--- src/tma_pkg.sv ---
// Shared widths and defaults for the temperature moving average block.
// No dependencies; every file that uses it refers to it by scoped names.
`timescale 1ns / 1ps
`default_nettype none

package tma_pkg;

  // Field widths of the input and result words
  localparam int SAMPLE_W = 12;
  localparam int TENTHS_W = 12;
  localparam int AVG_W    = 15;
  localparam int HELD_W   = 7;

  // Default window depth and its upper bound
  localparam int WINDOW_DEF = 8;
  localparam int WINDOW_MAX = 64;

endpackage

`default_nettype wire

--- src/tma_if.sv ---
// Valid/ready channel interfaces for the sample input and the result output.
// Depends on tma_pkg for the field widths.
`timescale 1ns / 1ps
`default_nettype none

interface tma_in_if;
  logic                                 valid;
  logic                                 ready;
  logic signed [tma_pkg::SAMPLE_W-1:0] sample_raw;

  modport source (output valid, output sample_raw, input ready);
  modport sink   (input valid, input sample_raw, output ready);
endinterface

interface tma_out_if;
  logic                                 valid;
  logic                                 ready;
  logic signed [tma_pkg::TENTHS_W-1:0] rounded_tenths;
  logic signed [tma_pkg::AVG_W-1:0]    average_hundredths;
  logic        [tma_pkg::HELD_W-1:0]   samples_held;

  modport source (output valid, output rounded_tenths, output average_hundredths,
                  output samples_held, input ready);
  modport sink   (input valid, input rounded_tenths, input average_hundredths,
                  input samples_held, output ready);
endinterface

`default_nettype wire

--- src/tma_div.sv ---
// Radix-2 restoring divider, unsigned, one quotient bit per cycle.
// Used by temperature_moving_average to divide by twice the fill count.
`timescale 1ns / 1ps
`default_nettype none

module tma_div #(
  parameter int NUM_W = 21,
  parameter int DEN_W = 5
) (
  input  wire logic             clk_i,
  input  wire logic             rst_ni,
  input  wire logic             start_i,
  input  wire logic [NUM_W-1:0] num_i,
  input  wire logic [DEN_W-1:0] den_i,
  output logic                  done_o,
  output logic      [NUM_W-1:0] quo_o
);

  localparam int CNT_W = $clog2(NUM_W + 1);

  logic             busy_q;
  logic             done_q;
  logic [CNT_W-1:0] cnt_q;
  logic [DEN_W-1:0] den_q;
  logic [DEN_W-1:0] rem_q;
  logic [NUM_W-1:0] quo_q;

  logic [DEN_W:0]   shifted;
  logic             ge;
  logic [DEN_W-1:0] rem_d;

  // Shift in the next dividend bit and try the subtraction
  assign shifted = {rem_q, quo_q[NUM_W-1]};
  assign ge      = (shifted >= {1'b0, den_q});
  assign rem_d   = ge ? DEN_W'(shifted - {1'b0, den_q}) : shifted[DEN_W-1:0];

  // Load on start, then advance one bit per cycle
  always_ff @(posedge clk_i or negedge rst_ni) begin
    if (!rst_ni) begin
      busy_q <= 1'b0;
      done_q <= 1'b0;
      cnt_q  <= '0;
      den_q  <= '0;
      rem_q  <= '0;
      quo_q  <= '0;
    end else begin
      done_q <= 1'b0;
      if (start_i) begin
        busy_q <= 1'b1;
        cnt_q  <= CNT_W'(NUM_W);
        den_q  <= den_i;
        rem_q  <= '0;
        quo_q  <= num_i;
      end else if (busy_q) begin
        rem_q <= rem_d;
        quo_q <= {quo_q[NUM_W-2:0], ge};
        cnt_q <= cnt_q - CNT_W'(1);
        if (cnt_q == CNT_W'(1)) begin
          busy_q <= 1'b0;
          done_q <= 1'b1;
        end
      end
    end
  end

  assign done_o = done_q;
  assign quo_o  = quo_q;

endmodule

`default_nettype wire

--- src/temperature_moving_average.sv ---
// Top level: sample rounding, windowed running sum and rounded average.
// Depends on tma_pkg, tma_if (channels) and tma_div (serial divider).
//
//   channel   dir  handshake      payload
//   sample_i  in   valid / ready  sample_raw
//   result_o  out  valid / ready  rounded_tenths, average_hundredths, samples_held
//
// One word at a time: accept, window read, sum update, numerator setup, then
// the divider run, a state to see the divider finish and a state to load the
// output register; NUM_W is 12 + clog2(WINDOW) + 6.
// The divider sets the rate unless a result stalls. Reset clears the fill count,
// pointer and sum; the window memory needs no clearing. A stalled result holds in
// the output register while the next sample is already accepted and worked on.
`timescale 1ns / 1ps
`default_nettype none

module temperature_moving_average #(
  parameter int WINDOW = tma_pkg::WINDOW_DEF
) (
  input  wire logic  clk_i,
  input  wire logic  rst_ni,
  tma_in_if.sink     sample_i,
  tma_out_if.source  result_o
);

  localparam int TW    = tma_pkg::TENTHS_W;
  localparam int CW    = $clog2(WINDOW + 1);
  localparam int PTR_W = (WINDOW > 1) ? $clog2(WINDOW) : 1;
  localparam int SUM_W = TW + $clog2(WINDOW);
  localparam int NUM_W = SUM_W + 6;
  localparam int DEN_W = CW + 1;

  typedef enum logic [2:0] {
    ST_IDLE,
    ST_READ,
    ST_UPDATE,
    ST_PREP,
    ST_DIVIDE,
    ST_DONE
  } state_e;

  state_e                  state_q;
  logic signed [TW-1:0]    tenths_q;
  logic        [PTR_W-1:0] addr_q;
  logic        [CW-1:0]    fill_q;
  logic        [PTR_W-1:0] ptr_q;
  logic signed [SUM_W-1:0] sum_q;
  logic                    neg_q;
  logic                    out_valid_q;
  logic signed [TW-1:0]    out_tenths_q;
  logic signed [tma_pkg::AVG_W-1:0] out_avg_q;
  logic        [tma_pkg::HELD_W-1:0] out_held_q;

  logic signed [TW-1:0]    mem_q [WINDOW];
  logic signed [TW-1:0]    rdata_q;

  logic                    full;
  logic                    in_acc;
  logic                    out_acc;
  logic                    out_load;
  logic signed [16:0]      prod;
  logic signed [16:0]      prod_shr;
  logic                    round_up;
  logic signed [TW-1:0]    tenths_c;
  logic signed [SUM_W-1:0] old_c;
  logic signed [SUM_W-1:0] sum_d;
  logic signed [NUM_W-1:0] num_c;
  logic        [NUM_W-1:0] num_mag;
  logic        [DEN_W-1:0] den_c;
  logic                    div_start;
  logic                    div_done;
  logic        [NUM_W-1:0] div_quo;
  logic        [NUM_W-1:0] avg_c;

  assign full     = (fill_q == CW'(WINDOW));
  assign in_acc   = sample_i.valid && sample_i.ready;
  assign out_acc  = out_valid_q && result_o.ready;
  assign out_load = (state_q == ST_DONE) && (!out_valid_q || result_o.ready);

  // Round 1/16 degree to tenths: (10*raw + 8) / 16, truncated toward zero
  assign prod     = (17'(sample_i.sample_raw) <<< 3) + (17'(sample_i.sample_raw) <<< 1)
                    + 17'sd8;
  assign prod_shr = prod >>> 4;
  assign round_up = prod[16] && (prod[3:0] != 4'd0);
  assign tenths_c = TW'(prod_shr + 17'(round_up));

  // Drop the oldest entry once full, add the new one
  assign old_c = full ? SUM_W'(rdata_q) : '0;
  assign sum_d = sum_q - old_c + SUM_W'(tenths_q);

  // Numerator 20*sum + count, denominator 2*count
  assign num_c   = (NUM_W'(sum_q) <<< 4) + (NUM_W'(sum_q) <<< 2)
                   + NUM_W'($signed({1'b0, fill_q}));
  assign num_mag = num_c[NUM_W-1] ? NUM_W'(-num_c) : NUM_W'(num_c);
  assign den_c   = {fill_q, 1'b0};
  assign div_start = (state_q == ST_PREP);

  // Restore the sign of the quotient
  assign avg_c = neg_q ? NUM_W'(-div_quo) : div_quo;

  tma_div #(
    .NUM_W (NUM_W),
    .DEN_W (DEN_W)
  ) u_div (
    .clk_i   (clk_i),
    .rst_ni  (rst_ni),
    .start_i (div_start),
    .num_i   (num_mag),
    .den_i   (den_c),
    .done_o  (div_done),
    .quo_o   (div_quo)
  );

  // Window memory: registered read in READ, write back in UPDATE
  always_ff @(posedge clk_i) begin
    if (state_q == ST_READ) begin
      rdata_q <= mem_q[addr_q];
    end
    if (state_q == ST_UPDATE) begin
      mem_q[addr_q] <= tenths_q;
    end
  end

  // Sequence one word and hold the result register
  always_ff @(posedge clk_i or negedge rst_ni) begin
    if (!rst_ni) begin
      state_q      <= ST_IDLE;
      tenths_q     <= '0;
      addr_q       <= '0;
      fill_q       <= '0;
      ptr_q        <= '0;
      sum_q        <= '0;
      neg_q        <= 1'b0;
      out_valid_q  <= 1'b0;
      out_tenths_q <= '0;
      out_avg_q    <= '0;
      out_held_q   <= '0;
    end else begin
      // Load a new result word, or drop valid once the word is taken
      if (out_load) begin
        out_valid_q <= 1'b1;
      end else if (out_acc) begin
        out_valid_q <= 1'b0;
      end
      case (state_q)
        ST_IDLE: begin
          if (in_acc) begin
            tenths_q <= tenths_c;
            addr_q   <= full ? ptr_q : PTR_W'(fill_q);
            state_q  <= ST_READ;
          end
        end
        ST_READ: begin
          state_q <= ST_UPDATE;
        end
        ST_UPDATE: begin
          sum_q <= sum_d;
          if (full) begin
            ptr_q <= (ptr_q == PTR_W'(WINDOW - 1)) ? '0 : ptr_q + PTR_W'(1);
          end else begin
            fill_q <= fill_q + CW'(1);
          end
          state_q <= ST_PREP;
        end
        ST_PREP: begin
          neg_q   <= num_c[NUM_W-1];
          state_q <= ST_DIVIDE;
        end
        ST_DIVIDE: begin
          if (div_done) begin
            state_q <= ST_DONE;
          end
        end
        ST_DONE: begin
          if (out_load) begin
            out_tenths_q <= tenths_q;
            out_avg_q    <= tma_pkg::AVG_W'(avg_c);
            out_held_q   <= tma_pkg::HELD_W'(fill_q);
            state_q      <= ST_IDLE;
          end
        end
        default: begin
          state_q <= ST_IDLE;
        end
      endcase
    end
  end

  assign sample_i.ready              = (state_q == ST_IDLE);
  assign result_o.valid              = out_valid_q;
  assign result_o.rounded_tenths     = out_tenths_q;
  assign result_o.average_hundredths = out_avg_q;
  assign result_o.samples_held       = out_held_q;

endmodule

`default_nettype wire

--- src/flat_wrapper.sv ---
// flat-port wrapper written by rule: the top's interface ports become plain ports
module temperature_moving_average_flat 
#(
  parameter int WINDOW = tma_pkg::WINDOW_DEF
)
  (clk_i, rst_ni, sample_i_valid, sample_i_sample_raw, sample_i_ready, result_o_valid, result_o_rounded_tenths, result_o_average_hundredths, result_o_samples_held, result_o_ready);
  tma_in_if sample_i_i ();
  tma_out_if result_o_i ();
  input  wire logic clk_i;
  input  wire logic rst_ni;
  input wire logic [$bits(sample_i_i.valid)-1:0] sample_i_valid;
  input wire logic [$bits(sample_i_i.sample_raw)-1:0] sample_i_sample_raw;
  output wire logic [$bits(sample_i_i.ready)-1:0] sample_i_ready;
  output wire logic [$bits(result_o_i.valid)-1:0] result_o_valid;
  output wire logic [$bits(result_o_i.rounded_tenths)-1:0] result_o_rounded_tenths;
  output wire logic [$bits(result_o_i.average_hundredths)-1:0] result_o_average_hundredths;
  output wire logic [$bits(result_o_i.samples_held)-1:0] result_o_samples_held;
  input wire logic [$bits(result_o_i.ready)-1:0] result_o_ready;
  assign sample_i_i.valid = sample_i_valid;
  assign sample_i_i.sample_raw = sample_i_sample_raw;
  assign sample_i_ready = sample_i_i.ready;
  assign result_o_valid = result_o_i.valid;
  assign result_o_rounded_tenths = result_o_i.rounded_tenths;
  assign result_o_average_hundredths = result_o_i.average_hundredths;
  assign result_o_samples_held = result_o_i.samples_held;
  assign result_o_i.ready = result_o_ready;
  temperature_moving_average #(.WINDOW(WINDOW)) u_core (.clk_i(clk_i), .rst_ni(rst_ni), .sample_i(sample_i_i), .result_o(result_o_i));
endmodule
--- config.mk ---
export PLATFORM = sky130hd
export DESIGN_NAME = temperature_moving_average_flat
export DESIGN_NICKNAME = d
export VERILOG_FILES = /design/src/tma_pkg.sv /design/src/tma_if.sv /design/src/tma_div.sv /design/src/temperature_moving_average.sv /design/src/flat_wrapper.sv
export SDC_FILE = /design/constraint.sdc
export NUM_CORES = 1
export LEC_CHECK = 0
export ABC_AREA = 1
export BUFFER_PORTS_ARGS = -buffer_cell sky130_fd_sc_hd__buf_2
export CORE_MARGIN = 2
export CORE_UTILIZATION = 40
export CTS_CLUSTER_DIAMETER = 40
export DETAILED_ROUTE_END_ITERATION = 6
export PLACE_DENSITY = 0.67
export SYNTH_ARGS = -nofsm -noshare
export SYNTH_HDL_FRONTEND = slang
export SYNTH_SLANG_ARGS = --single-unit
--- constraint.sdc ---
create_clock -name clk_i -period 4.57 [get_ports clk_i]
set_clock_uncertainty 0.1 [all_clocks]
set_input_delay 0.914 -clock clk_i [delete_from_list [all_inputs] [get_ports clk_i]]
set_output_delay 0.914 -clock clk_i [all_outputs]
set_load 0.01 [all_outputs]
==> results.json, run 1 <==
{
  "fp.dieW_um": 182,
  "ant_nets": 0,
  "firstDrtPassIters": 5,
  "ioPinCount": 52,
  "coreArea_mm2": 0.0313,
  "crit_path_end_kind": "register",
  "vias": 9747,
  "clock-sinks": 218,
  "yosysMostFrequentCell": "nand2_1",
  "regArea_mm2": 0.00600,
  "cts_buffer_depth": 3,
  "syn_inst": 1411,
  "grt_usage": 0.181,
  "grt_overflow": 0,
  "path_max_fanout": 5,
  "cp-start-kind": "register",
  "place_congestion": 0.858,
  "fin_hold_ws_ns": 0.301,
  "area_delta_synth_final_pct": 15.5,
  "initial_core_util": 0.403,
  "dp_hpwl_um": 21300,
  "die_area_mm2": 0.0330,
  "antennaDiodeCount": 0,
  "setup_viol": 0,
  "final_hold_viol_count": 0,
  "slew_violations": 0,
  "yosys.area.top_type": "edfxtp_1",
  "final_nets": 1590,
  "worst_path_max_delay_cell": "dfrtp_1",
  "antenna_found_initial": 0,
  "synth_flop_cell": "dfrtp_1",
  "root_buffer": "clkbuf_16",
  "cts_tree": "yes",
  "p_per_area_mw_per_mm2": 809,
  "critical_path_class": "reg -> reg",
  "dpl_cell_area_mm2": 0.0135,
  "status": "finished clean",
  "instances_no_fill": 1917,
  "worst_ep_arrival_time_ns": 4.49,
  "htree_num_levels": 1,
  "synth_top_area_frac": 0.257,
  "worstSkewPairLatency_ns": 0.57,
  "yosysSeqAreaShare": 0.475,
  "grt_pass1_vias": 9684,
  "ys_top_cells_by_area": "edfxtp_1, dfrtp_1, nand2_1, ha_1, inv_1",
  "cellLeakagePower_nw": 6.58,
  "ys_warn_count": 0,
  "stdcell_area_mm2": 0.0146,
  "critPathRequiredTime_ns": 4.94,
  "relSlewSlack": 0.203,
  "drive_gt1_frac": 0.143,
  "rrSetupSlack_ns": 0.45,
  "critical-path-top-delay-family": "compound AO/OA/AOI/OAI gates",
  "first_iter_violations": 681,
  "ys_ff_latch": 218,
  "tightest_slew_ns": 1.19,
  "ir_drop_mv": 0.496,
  "num_rows": 65,
  "wirelength_um": 29400,
  "multiInputGateArea_mm2": 0.00568,
  "avgViaCountPerCell": 5.08,
  "fillers": 2954,
  "crit_chain": "inv_1, ha_1, inv_1, nor3_1, clkinv_1, nor2_1, fa_1, inv_1, ha_1, a21oi_1, nand2_1, nand2_1, nand2_1, a21oi_1, nor2_1, nor2_1, o21bai_1, a21boi_0, o21ai_0, xor2_1, o21ai_0",
  "cts_resized": 0,
  "clk_pin_slew_ns": 0.06,
  "max_freq_mhz": 242,
  "cts_setup_buffers": 0,
  "grt_pass1_wl_um": 48500,
  "grt_setup_unrepaired": "false",
  "die_h_um": 182,
  "synth.top_cells.by_count": "nand2_1, inv_1, dfrtp_1",
  "period_share": 0.902,
  "grt_max_degree": 111,
  "cts_buffers": 31,
  "cts_hold_buf": 0,
  "wire_per_inst_um": 15.3,
  "finalCriticalPeriod_ns": 4.12,
  "syn_avg_cell_area_um2": 8.94,
  "port_buffers": 48,
  "maxCapViolations": 0,
  "dp.cells": 1859,
  "syn_area_mm2": 0.0126,
  "slowest_delay_ns": 0.42,
  "drc_errors": 0,
  "hold_class": "in -> async",
  "synth_edf_count": 108,
  "critPathBufInv": 4,
  "ys_types": 53,
  "async_flop_share": 0.505
}
==> metrics by stage <==
stage	power [W]	TNS, ns	util	setup slack, ns
after detailed placement	0.00940	-0.207	0.432	-0.135
final	0.0118	0	0.465	0.446
after floorplan	0.00783	0	-	0.185
after global routing	0.0129	0	0.465	0.00227
after global placement	0.00923	-0.0588	0.432	-0.0588
after CTS	0.0119	0	0.465	0.451
==> flip-flops by register name, summed over array words and instances, names as in the netlist <==
name                                count
u_core.addr_q                           3
u_core.fill_q                           4
u_core.mem_q                           96
u_core.neg_q                            1
u_core.ptr_q                            3
u_core.rdata_q                         12
u_core.result_o.average_hundredths     15
u_core.result_o.rounded_tenths         12
u_core.result_o.samples_held            4
u_core.result_o.valid                   1
u_core.state_q                          3
u_core.sum_q                           15
u_core.tenths_q                        12
u_core.u_div.busy_q                     1
u_core.u_div.cnt_q                      5
u_core.u_div.den_q                      4
u_core.u_div.done_o                     1
u_core.u_div.quo_o                     21
u_core.u_div.rem_q                      5
==> final timing paths <==
check,from,to,depth (start not counted)
worst max register to register,u_core.fill_q[0],u_core.sum_q[11],21
min in group clk_i,u_core.result_o.rounded_tenths[8],u_core.result_o.rounded_tenths[8],2
worst min register to register,u_core.result_o.rounded_tenths[8],u_core.result_o.rounded_tenths[8],2
max in group asynchronous,rst_ni,u_core.u_div.quo_o[18],2
worst min-delay path,rst_ni,u_core.result_o.rounded_tenths[5],2
worst max-delay path,u_core.fill_q[0],u_core.sum_q[11],21
==> layout make-up <==
class,instances,share of cell area
Inverter,224,0.0577
Tap cell,402,0.0345
Clock inverter,19,0.0153
Clock buffer,39,0.0574
Sequential cell,218,0.412
Multi-Input combinational cell,936,0.390
Timing Repair Buffer,79,0.0335
==> cell families (layout without fill, tap and decap cells) <==
logic type	Yosys count	in the layout	share of synthesized area
and+or+nand+nor	577	577	0.208
buffers and inverters	259	361	0.0793
AOI/OAI and AO/OA	228	228	0.111
DFF	218	218	0.475
adders and majority gates	84	84	0.0940
xor gates and xnor gates	43	43	0.0316
other	1	3	0.000297
muxes	1	1	0.000892
==> routing by layer <==
layer | GRT usage | routed length [um]
met4 | 0.0644 | 1010
met3 | 0.0211 | 1100
met5 | 0 | 0
met1 | 0.227 | 12900
met2 | 0.324 | 14400
==> power breakdown <==
group | internal, W | leakage [nW] | switching, W
clock network | 0.00148 | 0.508 | 0.000918
registers | 0.00281 | 2.36 | 0.000528
logic | 0.00217 | 3.71 | 0.00387
==> cell usage in the layout (no fill, tap or decap), types with 18 or more instances in the layout <==
| cell type | synthesis | final |
|---|---|---|
| nor3_1 | 24 | 18 |
| nand2_1 | 282 | 282 |
| a21oi_1 | 43 | 43 |
| nand3_1 | 82 | 82 |
| clkbuf_16 | 0 | 31 |
| inv_1 | 205 | 204 |
| dfrtp_1 | 110 | 110 |
| o21ai_0 | 101 | 101 |
| xor2_1 | 29 | 29 |
| nand2_2 | 25 | 25 |
| nor2_1 | 96 | 96 |
| buf_4 | 3 | 31 |
| edfxtp_1 | 108 | 108 |
| nand4_1 | 27 | 27 |
| fa_1 | 18 | 18 |
| buf_2 | 2 | 47 |
| ha_1 | 66 | 66 |
No activity file was read; power rests on OpenSTA's default activity.
==> run 2: changes to the inputs <==
ABC_AREA = default   (was 1)
CORE_ASPECT_RATIO = 1.75   (was default)
==> run 2 against run 1 <==
Critical path depth down 2; worst setup slack got worse by 0.14 ns; area after synthesis is 1.9% higher; first-iteration DRC count shrank 31%; non-clock buffer count down 4; flip-flop and latch count unchanged; final area fell by 0.92%; via count shrank 8.4%; largest power group is now registers.
==> results.json, run 2 <==
{
  "cts_buffers": 25,
  "avgViaCountPerCell": 5.33,
  "p_per_area_mw_per_mm2": 293,
  "async_flop_share": 0.505,
  "drc_errors": 0,
  "grt_overflow": 0,
  "port_buffers": 48,
  "worst_ep_arrival_time_ns": 4.61,
  "critPathRequiredTime_ns": 4.91,
  "max_freq_mhz": 234,
  "dpl_cell_area_mm2": 0.0136,
  "cts_setup_buffers": 0,
  "hold_class": "in -> async",
  "crit_path_start": "u_core.fill_q[0]",
  "regArea_mm2": 0.00600,
  "largest_reg_flops": 96,
  "first_iter_violations": 472,
  "crit_path_end_kind": "register",
  "die_area_mm2": 0.0336,
  "path_max_fanout": 15,
  "fp.dieW_um": 140,
  "grt_pass1_vias": 9254,
  "antennaDiodeCount": 0,
  "stdcell_area_mm2": 0.0144,
  "root_buffer": "clkbuf_16",
  "vias": 8933,
  "clock-sinks": 218,
  "relSlewSlack": 0.308,
  "cts_buffer_depth": 3,
  "grt_usage": 0.167,
  "ir_drop_mv": 0.246,
  "layout_common_cells": "nand2_1, dfrtp_1, edfxtp_1",
  "r2r-end": "u_core.sum_q[14]",
  "critical_path_class": "reg -> reg",
  "syn_avg_cell_area_um2": 10.6,
  "finalCriticalPeriod_ns": 4.27,
  "cp-start-kind": "register",
  "syn_inst": 1213,
  "maxCapViolations": 0,
  "r2r_cells": 19,
  "wire_per_inst_um": 16.6,
  "final_hold_viol_count": 0,
  "instances_no_fill": 1676,
  "tightest_slew_ns": 1.03,
  "finalPower_w": 0.00423,
  "synth_top_area_frac": 0.252,
  "reg2reg_from": "u_core.fill_q[0]",
  "period_share": 0.933,
  "multiInputGateArea_mm2": 0.00628,
  "firstDrtPassIters": 4,
  "cts_resized": 0,
  "ys_types": 83,
  "die_h_um": 241,
  "antenna_found_initial": 0,
  "grt_pass1_wl_um": 45500,
  "cts_tree": "yes",
  "grt_max_degree": 111,
  "area_delta_synth_final_pct": 12.3,
  "ys_ff_latch": 218,
  "initial_core_util": 0.408,
  "drive_gt1_frac": 0.141,
  "coreArea_mm2": 0.0315,
  "ant_nets": 0,
  "synth_flop_cell": "dfrtp_1",
  "status": "finished clean",
  "ioPinCount": 52,
  "regMostFlops": "u_core.mem_q",
  "cellLeakagePower_nw": 5.98,
  "place_congestion": 0.837,
  "slew_violations": 0,
  "worstSkewPairLatency_ns": 0.54,
  "dp_hpwl_um": 20800,
  "yosysSeqAreaShare": 0.466,
  "fillers": 2905,
  "synth_edf_count": 108,
  "wirelength_um": 27900,
  "yosys.area.top_type": "edfxtp_1",
  "setup_viol": 0,
  "grt_setup_unrepaired": "false",
  "final_nets": 1361,
  "yosysMostFrequentCell": "nand2_1",
  "num_rows": 86,
  "ys_top_cells_by_area": "edfxtp_1, dfrtp_1, ha_1, nand2_1, o21ai_0",
  "ys_warn_count": 0,
  "syn_area_mm2": 0.0129,
  "clk_pin_slew_ns": 0.06,
  "mostFrequentLayoutCell": "nand2_1",
  "dp.cells": 1630,
  "synth.top_cells.by_count": "nand2_1, dfrtp_1, edfxtp_1",
  "cts_hold_buf": 0,
  "htree_num_levels": 1,
  "setup.worst_path.end": "u_core.sum_q[14]",
  "rrSetupSlack_ns": 0.30
}
-- run 2: cell types whose count changed after synthesis, moves of 18 or more --
cell and change:
o21ai_0 -24, nor2_1 -41, nand2_1 -162, nor2b_1 +23
xnor2_1 +29, inv_1 -108, nand3_1 -57, a21oi_1 +18
nand2_2 -25, and2_1 +23, mux2i_1 +34, nand4_1 -20
-- run 2: final cells by class --
class | count | area share
multi-input combinational | 844 | 0.435
sequential | 218 | 0.415
clock inverter | 15 | 0.0129
timing repair buffer | 75 | 0.0317
tap | 396 | 0.0343
clock buffer | 31 | 0.0456
inverter | 97 | 0.0252
-- run 2: report_power, final --
part           leakage (nW)  internal, W             switching [W]
clock network         0.413      0.00117                  0.000840
logic                  3.20    0.0000698                  0.000102
registers              2.36      0.00205  0.0000000000000000000152
total                  5.98      0.00329                  0.000942
-- run 2: kinds of logic after synthesis --
family / share of synthesized area
AND/OR/NAND/NOR: 0.140
AO/OA/AOI/OAI: 0.136
multiplexers: 0.0598
other: 0.000292
adder cells (fa/ha/maj): 0.0923
buffers and inverters: 0.0486
flip-flops: 0.466
XOR/XNOR: 0.0571
-- run 2: worst min-delay path by stage --
stage                                                      start                                     end  slack [ns]  cells past startpoint
final                                                     rst_ni                  u_core.u_div.quo_o[19]        0.36                      2
after global routing       u_core.result_o.average_hundredths[7]   u_core.result_o.average_hundredths[7]        0.41                      2
after CTS                 u_core.result_o.average_hundredths[13]  u_core.result_o.average_hundredths[13]        0.38                      2
after detailed placement      u_core.result_o.rounded_tenths[10]      u_core.result_o.rounded_tenths[10]        0.37                      2
after global placement        u_core.result_o.rounded_tenths[10]      u_core.result_o.rounded_tenths[10]        0.36                      2
after floorplan                            u_core.u_div.den_q[1]                   u_core.u_div.den_q[1]        0.35                      2
-- run 2: critical path: stages, from the launching register on --
cell and delay, ns:
dfrtp_1 0.34, inv_1 0.06, ha_1 0.21, nand2_1 0.09, nor2_1 0.04, buf_4 0.18, and2_1 0.18, fa_1 0.48
inv_1 0.04, ha_1 0.33, nor2b_1 0.14, o21ai_0 0.21, a21boi_0 0.20, o21a_1 0.22, o21ai_0 0.34, a21o_1 0.21
a31o_2 0.20, o21ai_0 0.12, or4_1 0.40, o211ai_1 0.09
-- run 2: per-layer routing --
metal	track usage	share of wire
met5	0	0
met4	0.0728	0.036
met3	0.0190	0.026
met2	0.347	0.58
met1	0.162	0.36
-- run 2: metrics by stage --
step | util | hold slack, ns | setup slack, ns | setup TNS (ns)
final | 0.458 | 0.362 | 0.304 | 0
after floorplan | - | 0.353 | 0.260 | 0
after global placement | 0.431 | 0.358 | 0.0575 | 0
after global routing | 0.458 | 0.407 | 0.0489 | 0
after CTS | 0.458 | 0.384 | 0.352 | 0
after detailed placement | 0.431 | 0.369 | -0.0509 | -0.170
==> run 3: changes to the inputs <==
PLACE_DENSITY = default   (was 0.67)
PLACE_DENSITY_LB_ADDON = 0.25   (was default)
==> run 3 against run 2 <==
Clock-buffer cell count is 8 higher; register-to-register slack better by 0.12 ns; combinational power is 2% higher; global-route usage is 1.3 points higher; worst setup slack better by 0.12 ns; sequential power hardly changed; highest routed layer unchanged; wire length is 6.9% higher.
==> results.json, run 3 (synthesis gave the netlist of run 2 again) <==
{
  "status": "finished clean",
  "relSlewSlack": 0.352,
  "drc_errors": 0,
  "instances_no_fill": 1697,
  "cp-start-kind": "register",
  "largest_reg_flops": 96,
  "ir_drop_mv": 0.322,
  "ant_nets": 0,
  "clock-sinks": 218,
  "drive_gt1_frac": 0.156,
  "p_per_area_mw_per_mm2": 333,
  "fp.dieW_um": 140,
  "grt_pass1_vias": 9292,
  "finalCriticalPeriod_ns": 4.14,
  "cellLeakagePower_nw": 6.15,
  "finalSetupTns_ns": 0,
  "ioPinCount": 52,
  "clk_pin_slew_ns": 0.05,
  "grt_pass1_wl_um": 47900,
  "dp_hpwl_um": 22100,
  "die_h_um": 241,
  "firstDrtPassIters": 4,
  "dp.cells": 1636,
  "first_iter_violations": 319,
  "cts_setup_buffers": 0,
  "place_congestion": 0.826,
  "die_area_mm2": 0.0336,
  "finalPower_w": 0.00493,
  "worst_ep_arrival_time_ns": 4.46,
  "critical_path_class": "reg -> reg",
  "antennaDiodeCount": 0,
  "vias": 9096,
  "path_max_fanout": 7,
  "area_delta_synth_final_pct": 15.3,
  "stdcell_area_mm2": 0.0148,
  "port_buffers": 48,
  "crit_path_end_kind": "register",
  "grt_overflow": 0,
  "slew_violations": 0,
  "dpl_cell_area_mm2": 0.0136,
  "setup_viol": 0,
  "avgViaCountPerCell": 5.36,
  "critPathRequiredTime_ns": 4.89,
  "grt_max_degree": 70,
  "tightest_slew_ns": 0.972,
  "coreArea_mm2": 0.0315,
  "num_rows": 86,
  "htree_num_levels": 2,
  "cts_tree": "yes",
  "regMostFlops": "u_core.mem_q",
  "cts_buffer_depth": 3,
  "layout_common_cells": "nand2_1, dfrtp_1, edfxtp_1",
  "maxCapViolations": 0,
  "root_buffer": "clkbuf_16",
  "cts_buffers": 34,
  "grt_usage": 0.180,
  "initial_core_util": 0.408,
  "hold_class": "reg -> reg",
  "final_hold_viol_count": 0,
  "grt_setup_unrepaired": "false",
  "mostFrequentLayoutCell": "nand2_1",
  "max_freq_mhz": 241,
  "worstSkewPairLatency_ns": 0.52,
  "period_share": 0.906,
  "final_nets": 1376,
  "wire_per_inst_um": 17.6,
  "antenna_found_initial": 0,
  "wirelength_um": 29800
}
## run 3: changes by cell type in the layout (fill, tap and decap cells not counted), moves of 3 or more
cell,before,now
clkbuf_1,5,2
clkbuf_16,25,35
clkinvlp_4,1,6
buf_4,27,34
clkinv_2,4,0
inv_6,3,7
## run 3: power by group
part	switching (W)	internal, W	total (W)	leakage [nW]
sequential	0.0000000000000000000162	0.00205	0.00205	2.36
combinational	0.000107	0.0000684	0.000176	3.22
clock	0.00101	0.00170	0.00271	0.567
## run 3: worst paths after layout
path | startpoint | cells past startpoint | to | slack (ns)
max | u_core.fill_q[0] | 18 | u_core.sum_q[14] | 0.43
max reg2reg | u_core.fill_q[0] | 18 | u_core.sum_q[14] | 0.43
min reg2reg | u_core.result_o.average_hundredths[12] | 2 | u_core.result_o.average_hundredths[12] | 0.37
min in group asynchronous | rst_ni | 1 | u_core.u_div.quo_o[18] | 0.44
min | u_core.result_o.average_hundredths[12] | 2 | u_core.result_o.average_hundredths[12] | 0.37
max in group asynchronous | rst_ni | 2 | u_core.neg_q | 3.02
## run 3: critical path: stages, from the launching register on
cell,delay [ns]
dfrtp_1,0.48
inv_1,0.09
ha_1,0.22
nand2_1,0.10
nor2_2,0.07
and2_1,0.17
fa_1,0.47
inv_1,0.04
ha_1,0.32
nor2b_1,0.14
o21ai_0,0.22
a21boi_0,0.16
o21a_1,0.21
o21ai_0,0.27
a21o_1,0.19
a31o_2,0.20
o21ai_0,0.11
or4_1,0.40
o211ai_1,0.09
## run 3: routing by layer
layer	vias up	routed length (um)	global-route usage	share of wire
met5	-	0	0	0
met3	71	926	0.0266	0.031
met2	145	16700	0.351	0.56
met4	0	1100	0.0802	0.037
met1	4408	11100	0.187	0.37
li1	4472	-	-	-
## run 3: timing repair
action / in CTS / in global routing
gates resized for setup: 0 / 1
endpoints found under the setup margin: 0 / 1
hold buffers: 0 / 0
## run 3: metrics by stage
| stage | util | setup WS (ns) | hold slack, ns |
|---|---|---|---|
| floorplan | - | 0.260 | 0.353 |
| global placement | 0.432 | 0.0952 | 0.358 |
| detailed placement | 0.432 | 0.0221 | 0.366 |
| CTS | 0.470 | 0.308 | 0.378 |
| global route | 0.470 | 0.0712 | 0.406 |
| finish | 0.470 | 0.428 | 0.370 |
## run 3: layout make-up
| cell class | instances | area, um^2 |
|---|---|---|
| Timing Repair Buffer | 81 | 490 |
| Fill cell | 2914 | 16700 |
| Tap cell | 396 | 495 |
| Clock buffer | 39 | 911 |
| Clock inverter | 22 | 290 |
| Inverter | 97 | 364 |
| Multi-Input combinational cell | 844 | 6270 |
| Sequential cell | 218 | 6000 |
